## src/rtl/scdc_pkg.sv

```systemverilog
// ----------------------------------------------------------------------------
// scdc_pkg - solar charge duty controller shared definitions
// Widths, register indexes, mode codes and the stage payload type.
// ----------------------------------------------------------------------------
package scdc_pkg;

   // defaults for the top level parameters
   localparam int AdcBitsDef    = 10;
   localparam int DutyMarginDef = 10;
   localparam int MaxStepDef    = 20;

   // fixed field widths
   localparam int DutyW    = 8;
   localparam int RspStepW = 6;
   localparam int StepW    = 8;   // signed internal step, holds +-127
   localparam int StepMagW = 7;
   localparam int GainW    = 16;
   localparam int CsrDataW = 16;
   localparam int CsrIdxW  = 3;

   localparam logic [DutyW-1:0] DutyResetVal = 8'd100;
   localparam logic [GainW-1:0] GainResetVal = 16'd256;

   // configuration register indexes
   localparam logic [CsrIdxW-1:0] CsrMode          = 3'd0;
   localparam logic [CsrIdxW-1:0] CsrGain          = 3'd1;
   localparam logic [CsrIdxW-1:0] CsrVoltTarget    = 3'd2;
   localparam logic [CsrIdxW-1:0] CsrCurrTarget    = 3'd3;
   localparam logic [CsrIdxW-1:0] CsrSoftCurrLimit = 3'd4;
   localparam logic [CsrIdxW-1:0] CsrInvertStep    = 3'd5;

   // step rule codes
   localparam logic [1:0] ModeCv    = 2'd0;
   localparam logic [1:0] ModeCc    = 2'd1;
   localparam logic [1:0] ModeMppt  = 2'd2;
   localparam logic [1:0] ModeReset = ModeMppt;

   // item actions
   localparam logic ActSample = 1'b0;
   localparam logic ActClear  = 1'b1;

   // what the front stage hands to the update stage
   typedef struct packed {
      logic                     action;
      logic                     track;       // tracking mode step
      logic                     invert;
      logic                     over_limit;  // panel current above soft limit
      logic signed [StepW-1:0]  fixed_step;  // proportional step, zero otherwise
   } stage_type;

endpackage

```

## src/rtl/scdc_prep.sv

```systemverilog
// ----------------------------------------------------------------------------
// scdc_prep - front stage
// Registers the item together with its proportional step, panel power and
// current-limit flag.
// ----------------------------------------------------------------------------
module scdc_prep #(
   parameter int ADC_BITS = scdc_pkg::AdcBitsDef,
   parameter int MAX_STEP = scdc_pkg::MaxStepDef
) (
   input  logic                        clock,
   input  logic                        reset,
   input  logic                        req_valid,
   output logic                        req_ready,
   input  logic                        req_action,
   input  logic [ADC_BITS-1:0]         req_panel_v,
   input  logic [ADC_BITS-1:0]         req_panel_i,
   input  logic [ADC_BITS-1:0]         req_batt_v,
   input  logic [1:0]                  cfg_mode,
   input  logic [scdc_pkg::GainW-1:0]  cfg_gain,
   input  logic [ADC_BITS-1:0]         cfg_volt_target,
   input  logic [ADC_BITS-1:0]         cfg_curr_target,
   input  logic [ADC_BITS-1:0]         cfg_soft_curr_limit,
   input  logic                        cfg_invert_step,
   output logic                        stage_valid,
   input  logic                        stage_ready,
   output scdc_pkg::stage_type         stage_data,
   output logic [2*ADC_BITS-1:0]       stage_power
);

   localparam int PowerW = 2 * ADC_BITS;

   logic                              valid_ff, valid_in;
   scdc_pkg::stage_type               data_ff, data_in;
   logic [PowerW-1:0]                 power_ff, power_in;
   logic                              take;

   logic [ADC_BITS-1:0]               target, sample, err;
   logic                              err_pos;
   logic [31:0]                       prod;
   logic [23:0]                       mag_full;
   logic [scdc_pkg::StepMagW-1:0]     mag;
   logic signed [scdc_pkg::StepW-1:0] prop;

   assign req_ready = !valid_ff || stage_ready;
   assign take      = req_valid && req_ready;

   always_comb begin
      target  = (cfg_mode == scdc_pkg::ModeCc) ? cfg_curr_target : cfg_volt_target;
      sample  = (cfg_mode == scdc_pkg::ModeCc) ? req_panel_i : req_batt_v;
      err_pos = target >= sample;
      err     = err_pos ? target - sample : sample - target;
      // 32-bit product wraps as the unsigned arithmetic does
      prod     = 32'(cfg_gain) * 32'(err);
      mag_full = prod[31:8];
      mag      = (mag_full > 24'(MAX_STEP)) ? scdc_pkg::StepMagW'(MAX_STEP)
                                            : mag_full[scdc_pkg::StepMagW-1:0];
      prop     = err_pos ? signed'({1'b0, mag}) : -signed'({1'b0, mag});
   end

   always_comb begin
      data_in.action     = req_action;
      data_in.track      = (cfg_mode == scdc_pkg::ModeMppt);
      data_in.invert     = cfg_invert_step;
      data_in.over_limit = req_panel_i > cfg_soft_curr_limit;
      if (req_action == scdc_pkg::ActSample &&
          (cfg_mode == scdc_pkg::ModeCv || cfg_mode == scdc_pkg::ModeCc)) begin
         data_in.fixed_step = prop;
      end else begin
         data_in.fixed_step = '0;
      end
      power_in = PowerW'(req_panel_v) * PowerW'(req_panel_i);
   end

   always_comb begin
      if (take) begin
         valid_in = 1'b1;
      end else if (stage_ready) begin
         valid_in = 1'b0;
      end else begin
         valid_in = valid_ff;
      end
   end

   always_ff @(posedge clock) begin
      if (reset) begin
         valid_ff <= 1'b0;
      end else begin
         valid_ff <= valid_in;
      end
   end

   always_ff @(posedge clock) begin
      if (take) begin
         data_ff  <= data_in;
         power_ff <= power_in;
      end
   end

   assign stage_valid = valid_ff;
   assign stage_data  = data_ff;
   assign stage_power = power_ff;

endmodule

```

## src/rtl/scdc_update.sv

```systemverilog
// ----------------------------------------------------------------------------
// scdc_update - update stage
// Runs perturb-and-observe, applies the step to the duty register inside the
// margin bounds and holds the result item.
// ----------------------------------------------------------------------------
module scdc_update #(
   parameter int ADC_BITS    = scdc_pkg::AdcBitsDef,
   parameter int DUTY_MARGIN = scdc_pkg::DutyMarginDef
) (
   input  logic                                 clock,
   input  logic                                 reset,
   input  logic                                 stage_valid,
   output logic                                 stage_ready,
   input  scdc_pkg::stage_type                  stage_data,
   input  logic [2*ADC_BITS-1:0]                stage_power,
   output logic                                 rsp_valid,
   input  logic                                 rsp_ready,
   output logic [scdc_pkg::DutyW-1:0]           rsp_duty,
   output logic signed [scdc_pkg::RspStepW-1:0] rsp_step,
   output logic                                 rsp_applied
);

   localparam int PowerW = 2 * ADC_BITS;
   localparam logic signed [10:0] MarginS = 11'(DUTY_MARGIN);
   localparam logic [scdc_pkg::DutyW-1:0] DutyLow  = scdc_pkg::DutyW'(DUTY_MARGIN + 1);
   localparam logic [scdc_pkg::DutyW-1:0] DutyHigh = scdc_pkg::DutyW'(254 - DUTY_MARGIN);

   logic [scdc_pkg::DutyW-1:0]          duty_ff, duty_in;
   logic [PowerW-1:0]                   last_power_ff, last_power_in;
   logic                                dir_up_ff, dir_up_in;
   logic                                out_valid_ff, out_valid_in;
   logic signed [scdc_pkg::RspStepW-1:0] out_step_ff;
   logic                                applied_ff, applied_in;
   logic                                fire;

   logic signed [scdc_pkg::StepW-1:0]   step_s, step_a;
   logic signed [10:0]                  a_w, d_w;

   assign stage_ready = !out_valid_ff || rsp_ready;
   assign fire        = stage_valid && stage_ready;

   // tracking step and history
   always_comb begin
      step_s        = stage_data.fixed_step;
      dir_up_in     = dir_up_ff;
      last_power_in = last_power_ff;
      if (stage_data.action == scdc_pkg::ActClear) begin
         step_s        = '0;
         dir_up_in     = 1'b0;
         last_power_in = '0;
      end else if (stage_data.track) begin
         if (stage_power > last_power_ff) begin
            step_s = dir_up_ff ? 8'sd1 : -8'sd1;
         end else begin
            step_s    = dir_up_ff ? -8'sd1 : 8'sd1;
            dir_up_in = !dir_up_ff;
         end
         if (stage_data.over_limit) begin
            step_s    = -8'sd1;
            dir_up_in = 1'b0;
         end
         last_power_in = stage_power;
      end
   end

   // duty update with margin clamp
   always_comb begin
      step_a     = stage_data.invert ? -step_s : step_s;
      a_w        = 11'(step_a);
      d_w        = signed'({3'b000, duty_ff});
      duty_in    = duty_ff;
      applied_in = 1'b0;
      if (stage_data.action == scdc_pkg::ActSample) begin
         if (a_w < 11'sd0) begin
            if (-a_w >= d_w - MarginS) begin
               duty_in = DutyLow;
            end else begin
               duty_in    = 8'(d_w + a_w);
               applied_in = 1'b1;
            end
         end else begin
            if (a_w >= 11'sd255 - d_w - MarginS) begin
               duty_in = DutyHigh;
            end else begin
               duty_in    = 8'(d_w + a_w);
               applied_in = 1'b1;
            end
         end
      end
   end

   always_comb begin
      if (fire) begin
         out_valid_in = 1'b1;
      end else if (rsp_ready) begin
         out_valid_in = 1'b0;
      end else begin
         out_valid_in = out_valid_ff;
      end
   end

   always_ff @(posedge clock) begin
      if (reset) begin
         out_valid_ff  <= 1'b0;
         duty_ff       <= scdc_pkg::DutyResetVal;
         last_power_ff <= '0;
         dir_up_ff     <= 1'b0;
      end else begin
         out_valid_ff <= out_valid_in;
         if (fire) begin
            duty_ff       <= duty_in;
            last_power_ff <= last_power_in;
            dir_up_ff     <= dir_up_in;
         end
      end
   end

   always_ff @(posedge clock) begin
      if (fire) begin
         out_step_ff <= step_s[scdc_pkg::RspStepW-1:0];
         applied_ff  <= applied_in;
      end
   end

   assign rsp_valid   = out_valid_ff;
   assign rsp_duty    = duty_ff;
   assign rsp_step    = out_step_ff;
   assign rsp_applied = applied_ff;

endmodule

```

## src/rtl/solar_charge_duty_controller_top.sv

```systemverilog
// ----------------------------------------------------------------------------
// solar_charge_duty_controller_top - charge controller duty update
// CV / CC proportional stepping and perturb-and-observe tracking on panel
// power, applied to a margin-bounded duty register, one result per item.
//
//   channel  ports           direction  content
//   request  req_*           in         action, panel_v, panel_i, batt_v
//   result   rsp_*           out        duty, step, applied
//   config   csr_*           in         write enable, index, 16-bit data
//
// Two register stages: the front stage registers the proportional step and
// panel power, the update stage applies the step and holds the result.
// One item per cycle sustained while results are taken; a result passes
// through the front and update stage registers before it is offered.
// Reset restores the registers to their defaults, duty to 100 and clears the
// tracking history. A stalled result holds both stages once they fill.
// ----------------------------------------------------------------------------
module solar_charge_duty_controller_top #(
   parameter int ADC_BITS    = scdc_pkg::AdcBitsDef,
   parameter int DUTY_MARGIN = scdc_pkg::DutyMarginDef,
   parameter int MAX_STEP    = scdc_pkg::MaxStepDef
) (
   input  logic                                 clock,
   input  logic                                 reset,
   input  logic                                 req_valid,
   output logic                                 req_ready,
   input  logic                                 req_action,
   input  logic [ADC_BITS-1:0]                  req_panel_v,
   input  logic [ADC_BITS-1:0]                  req_panel_i,
   input  logic [ADC_BITS-1:0]                  req_batt_v,
   output logic                                 rsp_valid,
   input  logic                                 rsp_ready,
   output logic [scdc_pkg::DutyW-1:0]           rsp_duty,
   output logic signed [scdc_pkg::RspStepW-1:0] rsp_step,
   output logic                                 rsp_applied,
   input  logic                                 csr_wen,
   input  logic [scdc_pkg::CsrIdxW-1:0]         csr_index,
   input  logic [scdc_pkg::CsrDataW-1:0]        csr_wdata
);

   logic [1:0]                 mode_ff;
   logic [scdc_pkg::GainW-1:0] gain_ff;
   logic [ADC_BITS-1:0]        volt_target_ff;
   logic [ADC_BITS-1:0]        curr_target_ff;
   logic [ADC_BITS-1:0]        soft_curr_limit_ff;
   logic                       invert_step_ff;

   logic                       stage_valid, stage_ready;
   scdc_pkg::stage_type        stage_data;
   logic [2*ADC_BITS-1:0]      stage_power;

   // configuration registers; unknown indexes are dropped
   always_ff @(posedge clock) begin
      if (reset) begin
         mode_ff            <= scdc_pkg::ModeReset;
         gain_ff            <= scdc_pkg::GainResetVal;
         volt_target_ff     <= '0;
         curr_target_ff     <= '0;
         soft_curr_limit_ff <= ADC_BITS'(10'd1023);
         invert_step_ff     <= 1'b0;
      end else if (csr_wen) begin
         unique case (csr_index)
            scdc_pkg::CsrMode:          mode_ff            <= csr_wdata[1:0];
            scdc_pkg::CsrGain:          gain_ff            <= csr_wdata[scdc_pkg::GainW-1:0];
            scdc_pkg::CsrVoltTarget:    volt_target_ff     <= csr_wdata[ADC_BITS-1:0];
            scdc_pkg::CsrCurrTarget:    curr_target_ff     <= csr_wdata[ADC_BITS-1:0];
            scdc_pkg::CsrSoftCurrLimit: soft_curr_limit_ff <= csr_wdata[ADC_BITS-1:0];
            scdc_pkg::CsrInvertStep:    invert_step_ff     <= csr_wdata[0];
            default: ;
         endcase
      end
   end

   scdc_prep #(
      .ADC_BITS (ADC_BITS),
      .MAX_STEP (MAX_STEP)
   ) u_prep (
      .clock               (clock),
      .reset               (reset),
      .req_valid           (req_valid),
      .req_ready           (req_ready),
      .req_action          (req_action),
      .req_panel_v         (req_panel_v),
      .req_panel_i         (req_panel_i),
      .req_batt_v          (req_batt_v),
      .cfg_mode            (mode_ff),
      .cfg_gain            (gain_ff),
      .cfg_volt_target     (volt_target_ff),
      .cfg_curr_target     (curr_target_ff),
      .cfg_soft_curr_limit (soft_curr_limit_ff),
      .cfg_invert_step     (invert_step_ff),
      .stage_valid         (stage_valid),
      .stage_ready         (stage_ready),
      .stage_data          (stage_data),
      .stage_power         (stage_power)
   );

   scdc_update #(
      .ADC_BITS    (ADC_BITS),
      .DUTY_MARGIN (DUTY_MARGIN)
   ) u_update (
      .clock       (clock),
      .reset       (reset),
      .stage_valid (stage_valid),
      .stage_ready (stage_ready),
      .stage_data  (stage_data),
      .stage_power (stage_power),
      .rsp_valid   (rsp_valid),
      .rsp_ready   (rsp_ready),
      .rsp_duty    (rsp_duty),
      .rsp_step    (rsp_step),
      .rsp_applied (rsp_applied)
   );

endmodule
```

## config.mk

```make
export PLATFORM = sky130hd
export DESIGN_NAME = solar_charge_duty_controller_top
export DESIGN_NICKNAME = d
export VERILOG_FILES = /design/src/rtl/scdc_pkg.sv /design/src/rtl/scdc_prep.sv /design/src/rtl/scdc_update.sv /design/src/rtl/solar_charge_duty_controller_top.sv
export SDC_FILE = /design/constraint.sdc
export NUM_CORES = 1
export LEC_CHECK = 0
export BUFFER_PORTS_ARGS = -buffer_cell sky130_fd_sc_hd__buf_2
export CORE_ASPECT_RATIO = 2
export CORE_MARGIN = 2
export CORE_UTILIZATION = 55
export CTS_BUF_LIST = sky130_fd_sc_hd__clkbuf_8 sky130_fd_sc_hd__clkbuf_16
export DETAILED_ROUTE_END_ITERATION = 7
export PLACE_DENSITY = 0.69
export SLEW_MARGIN = 10
export SYNTH_ARGS = -nofsm -noshare
export SYNTH_HDL_FRONTEND = slang
export SYNTH_SLANG_ARGS = --single-unit
```

## constraint.sdc

```tcl
create_clock -name clock -period 12.73 [get_ports clock]
set_input_delay 0 -clock clock [delete_from_list [all_inputs] [get_ports clock]]
set_output_delay 0 -clock clock [all_outputs]
set_load 0.005 [all_outputs]
```

==> flow_summary.toml, run 1 <==
[status]
run_status = "finished, final reports clean"

[cts]
root_buffer = "clkbuf_16"
insertion_delay_ps = 440
holdBufCountCts = 23
cts_inserted_buffers = 17
clk_pin_slew_ps = 60
cts_resized = 0
cts_tree = "yes"
clock_sinks = 119
htreeDepth = 4
clk_path_buf_depth = 2
cts_setup_buffers = 0

[global_routing]
track_usage = 0.2974
grt_max_degree = 80
grt_pass1_wl_um = 74380
grt_pass1_vias = 15020
antenna_found_initial = 0
overflow = 0

[logic_synthesis]
synth-edff-count = 39
yosysWarnings = 0
syn_area_per_cell_um2 = 8.492
syn-num-nets = 2367
netlist_instances = 1941
synth_cell_types = 85
synth_top_area_frac = 0.2113
synth.area.top_cells = "fa_1, ha_1, dfxtp_1"
synth_ff_type = "dfxtp_1"
synthTopCellsByCount = "nand2_1, inv_1, ha_1, fa_1, and2_1"
synth_seq_cells = 119
synth_most_common_cell = "nand2_1"
ys_seq_area_frac = 0.1682
async_flop_share = 0
syn_area_um2 = 16480
synth_area_leader_cell = "fa_1"

[power_and_ir_drop]
p_leak_nw = 8.788
comb_power_share = 0.528
powerDensity_nw_per_um2 = 121.1
seqPwrFrac = 0.232
internal_power_mw = 1.262
fin_total_pwr_mw = 2.167
p_clk_frac = 0.240
p_sw_frac = 0.4177
power.switching_mw = 0.9049
ir_worst_vdd_mv = 0.1569

[placement]
numPortBuffers = 71
dp_hpwl_um = 37010
place_inst = 2302
gp_congestion = 0.9618

[detailed_routing]
first_iter_violations = 674
wl_met2_um = 26780
wl_per_cell_um = 19.60
drtPass1Iterations = 5
top_layer = "met4"
drc_errors = 0
vias = 13980
m1WireLength_um = 14970
postRouteAntennaNets = 0
route.met3.wl_um = 1340
vias_per_cell = 5.933
drt-total-wl_um = 46190

[sta]
max_freq_mhz = 86.23
finalMaxSlewViolations = 0
hold_viol = 0
period_share = 0.9110
hold_ws_ps = 34.42
tightest_slew_ps = 1114
rsz0062_at_grt = "false"
skew_ps = 13.25
slew_headroom = 0.2572
min_period_ps = 11600
tns_ps = 0
setup_viol = 0

[floorplan]
fp.coreArea_um2 = 29510
pin_count = 72
die-area_um2 = 31450
row_count = 89
die_w_um = 126.4
fp.dieH_um = 248.8
initial_utilization = 0.5585

[setup_path]
worstPathRequired_ps = 12920
cp-start-kind = "flip-flop"
cpPeakStageDelay_ps = 860
r2r_slack_ps = 1130
r2r-start = "mode_ff[1]"
r2r_end = "u_prep.stage_data[4]"
crit_path_max_fanout = 19
critical_path_class = "flip-flop to flip-flop"
cpMaxStageDelayCell = "nand2b_1"
endpoint_kind = "flip-flop"
rr_worst_depth = 38
crit_top_cell = "fa_1"
cp.arrival_ps = 11780

[min_path]
hold_depth = 2
hold_class = "primary input to flip-flop"
worstHoldStart = "req_panel_v[0]"
worstHoldEndpoint = "u_prep.stage_power[0]"

[layout]
nets = 2406
diodes = 0
finalNonFillerCells = 2357
drive_above_1_share = 0.07978
area_delta_synth_final_pct = 8.533

[run]
max_cap_viol_count = 0
==> sequential cells by signal, indices dropped and copies added, names as in the netlist <==
signal / cells
u_prep.stage_power: 20
u_update.last_power_ff: 20
gain_ff: 16
u_prep.stage_data: 12
curr_target_ff: 10
soft_curr_limit_ff: 10
volt_target_ff: 10
u_update.rsp_duty: 8
u_update.rsp_step: 6
mode_ff: 2
invert_step_ff: 1
u_prep.stage_valid: 1
u_update.dir_up_ff: 1
u_update.rsp_applied: 1
u_update.rsp_valid: 1
==> power by group through the flow <==
stage	clock network [mW]	registers, mW	logic [mW]
2_1_floorplan	0	0.492	0.848
3_3_place_gp	0	0.509	1.11
3_5_place_dp	0	0.510	1.14
4_1_cts	0.527	0.503	1.15
5_1_grt	0.540	0.507	1.28
6_report	0.519	0.503	1.14
==> worst max path at each step <==
stage          startpoint                    to  slack, ps
5_1_grt        mode_ff[1]  u_prep.stage_data[4]        430
2_1_floorplan  mode_ff[1]  u_prep.stage_data[4]       2780
4_1_cts        mode_ff[1]  u_prep.stage_data[4]       1230
3_3_place_gp   mode_ff[1]  u_prep.stage_data[4]       1410
3_5_place_dp   mode_ff[1]  u_prep.stage_data[4]       1220
6_report       mode_ff[1]  u_prep.stage_data[4]       1130
==> metrics by stage <==
| step | area [µm²] | util | setup WS [ps] |
|---|---|---|---|
| 2_1_floorplan | 16480 | - | 2778 |
| 3_3_place_gp | 17040 | 0.5775 | 1412 |
| 3_5_place_dp | 17040 | 0.5775 | 1217 |
| 4_1_cts | 17890 | 0.6062 | 1225 |
| 5_1_grt | 17890 | 0.6062 | 427.0 |
| 6_report | 17890 | 0.6062 | 1133 |
==> metal layers <==
metal  global-route usage  vias to the layer above
met5                    0                        -
met4               0.1852                        0
met3              0.02899                      187
met2               0.5872                      407
met1               0.2832                     6902
li1                     -                     6487
==> final cells by class <==
cell class	instances	area, µm²
multi-input cells	1457	12310
fillers	2653	11620
flip-flops and latches	119	2773
inverters	277	1040
repair buffers	108	690.7
well taps	364	455.4
clock buffers	17	425.4
clock inverters	15	191.4
==> critical path, delay by kind of cell (launching register included) <==
| family | cells | cell delay (ps) |
|---|---|---|
| adder cells (fa/ha/maj) | 9 | 3720 |
| AND/OR/NAND/NOR | 11 | 3090 |
| AO/OA/AOI/OAI | 11 | 2910 |
| buffers and inverters | 4 | 640 |
| multiplexers | 2 | 430 |
| flip-flops | 1 | 370 |
| XOR/XNOR | 1 | 140 |
==> cells by family after synthesis <==
kind of cell               share of synthesized area
AOI/OAI and AO/OA                             0.1311
DFF                                           0.1682
and+or+nand+nor                               0.2051
muxes                                        0.02293
xor gates and xnor gates                     0.02657
adders and majority gates                     0.3609
buffers and inverters                        0.08517
==> cell usage in the layout (no fill, tap or decap), types with 29 or more instances in the layout <==
cell        n
a21oi_1   105
dfxtp_1    80
ha_1      197
buf_2      71
o21ai_0    43
nand2_1   288
edfxtp_1   39
inv_1     278
fa_1      174
and2_1    112
nor2b_1    29
a21o_1     33
nor2_1     77
xnor2_1    36
(Power assumes the default switching activity.)
==> run 2, diff against run 1 <==
Settings changed: HOLD_SLACK_MARGIN from default to 0.12.
==> run 2 against run 1 <==
Compared with the run above:
- clock power about the same
- total power hardly changed
- worst hold slack improved by 110 ps
- die area did not move
- sequential cell count unchanged
- critical path type unchanged
==> flow_summary.toml, run 2 (same netlist as run 1, synthesis figures left out) <==
[status]
run_status = "finished, final reports clean"

[min_path]
hold_class = "primary input to flip-flop"

[global_routing]
overflow = 0
track_usage = 0.2975
grt_pass1_vias = 15030
antenna_found_initial = 0
grt_pass1_wl_um = 74400
grt_max_degree = 80

[setup_path]
cpMaxStageDelayCell = "nand2b_1"
worstPathRequired_ps = 12920
crit_top_cell = "fa_1"
cp-start-kind = "flip-flop"
path_delay_family = "adder cells"
endpoint_kind = "flip-flop"
cp.arrival_ps = 11790
critical_path_class = "flip-flop to flip-flop"
cpPeakStageDelay_ps = 870
crit_path_max_fanout = 19
crit_buf_inv = 7

[cts]
cts_setup_buffers = 0
htreeDepth = 4
cts_inserted_buffers = 17
cts_resized = 0
clk_pin_slew_ps = 60
insertion_delay_ps = 440
holdBufCountCts = 24
clk_path_buf_depth = 2
clock_sinks = 119
cts_tree = "yes"
root_buffer = "clkbuf_16"

[power_and_ir_drop]
powerDensity_nw_per_um2 = 121.0
p_leak_nw = 8.793
ir_worst_vdd_mv = 0.1578

[placement]
numPortBuffers = 71
dp_hpwl_um = 37010
gp_congestion = 0.9618
dp_slack_ps = 1217
place_inst = 2302

[sta]
skew_ps = 13.48
rsz0062_at_grt = "false"
finalMaxSlewViolations = 0
max_freq_mhz = 86.20
setup_slack_ps = 1130
min_period_ps = 11600
hold_ws_ps = 147.3
period_share = 0.9113
tns_ps = 0
hold_viol = 0
slew_headroom = 0.2505
tightest_slew_ps = 1124
setup_viol = 0

[run]
max_cap_viol_count = 0

[layout]
finalNonFillerCells = 2358
fillers = 2652
diodes = 0
area_delta_synth_final_pct = 8.593
drive_above_1_share = 0.07974
mostFrequentLayoutCells = "nand2_1, inv_1, ha_1"
layout_commonest_cell = "nand2_1"
final_core_util = 0.6065
nets = 2407

[floorplan]
initial_utilization = 0.5585
die-area_um2 = 31450
die_w_um = 126.4
pin_count = 72
fp.dieH_um = 248.8
row_count = 89
fp.coreArea_um2 = 29510

[detailed_routing]
wl_per_cell_um = 19.56
postRouteAntennaNets = 0
drc_errors = 0
vias_per_cell = 5.932
drtPass1Iterations = 5
first_iter_violations = 707
drt-total-wl_um = 46110
vias = 13990
run 2: cell type report:
cell class / instances / area [µm²] / area share
clock buffer: 17 / 425.4 / 0.02377
clock inverter: 15 / 191.4 / 0.01070
inverter: 277 / 1040 / 0.05809
multi-input combinational: 1457 / 12310 / 0.6879
sequential: 119 / 2773 / 0.1549
tap: 364 / 455.4 / 0.02545
timing repair buffer: 109 / 700.7 / 0.03915
run 2: final timing paths:
check / startpoint / to / slack (ps) / depth (start not counted)
max: mode_ff[1] / u_prep.stage_data[4] / 1130 / 40
max reg2reg: mode_ff[1] / u_prep.stage_data[4] / 1130 / 40
min reg2reg: invert_step_ff / u_prep.stage_data[9] / 450 / 0
min: csr_index[1] / invert_step_ff / 150 / 5
run 2: through the flow:
step / total power [mW] / area [µm²]
3_3_place_gp: 1.617 / 17040
4_1_cts: 2.182 / 17900
5_1_grt: 2.325 / 17900
6_report: 2.166 / 17900
3_5_place_dp: 1.647 / 17040
2_1_floorplan: 1.340 / 16480
run 2: where the power goes:
| part | leakage (nW) | total (mW) | internal (mW) | switching (mW) |
|---|---|---|---|---|
| Combinational | 7.46 | 1.14 | 0.481 | 0.663 |
| Clock | 0.297 | 0.519 | 0.313 | 0.206 |
| Sequential | 1.03 | 0.503 | 0.468 | 0.0349 |
run 2: per-layer routing:
layer | up-vias | share of wire | global-route usage
met3 | 190 | 0.028 | 0.02899
met5 | - | 0 | 0
met1 | 6900 | 0.32 | 0.2834
met4 | 0 | 0.068 | 0.1852
li1 | 6491 | - | -
met2 | 406 | 0.58 | 0.5872
run 2: tightest hold or removal path, cell delays in order:
cell	delay, ps
buf_2	180
nor2b_1	120
nand3_1	110
mux2i_1	70
nor2_1	70
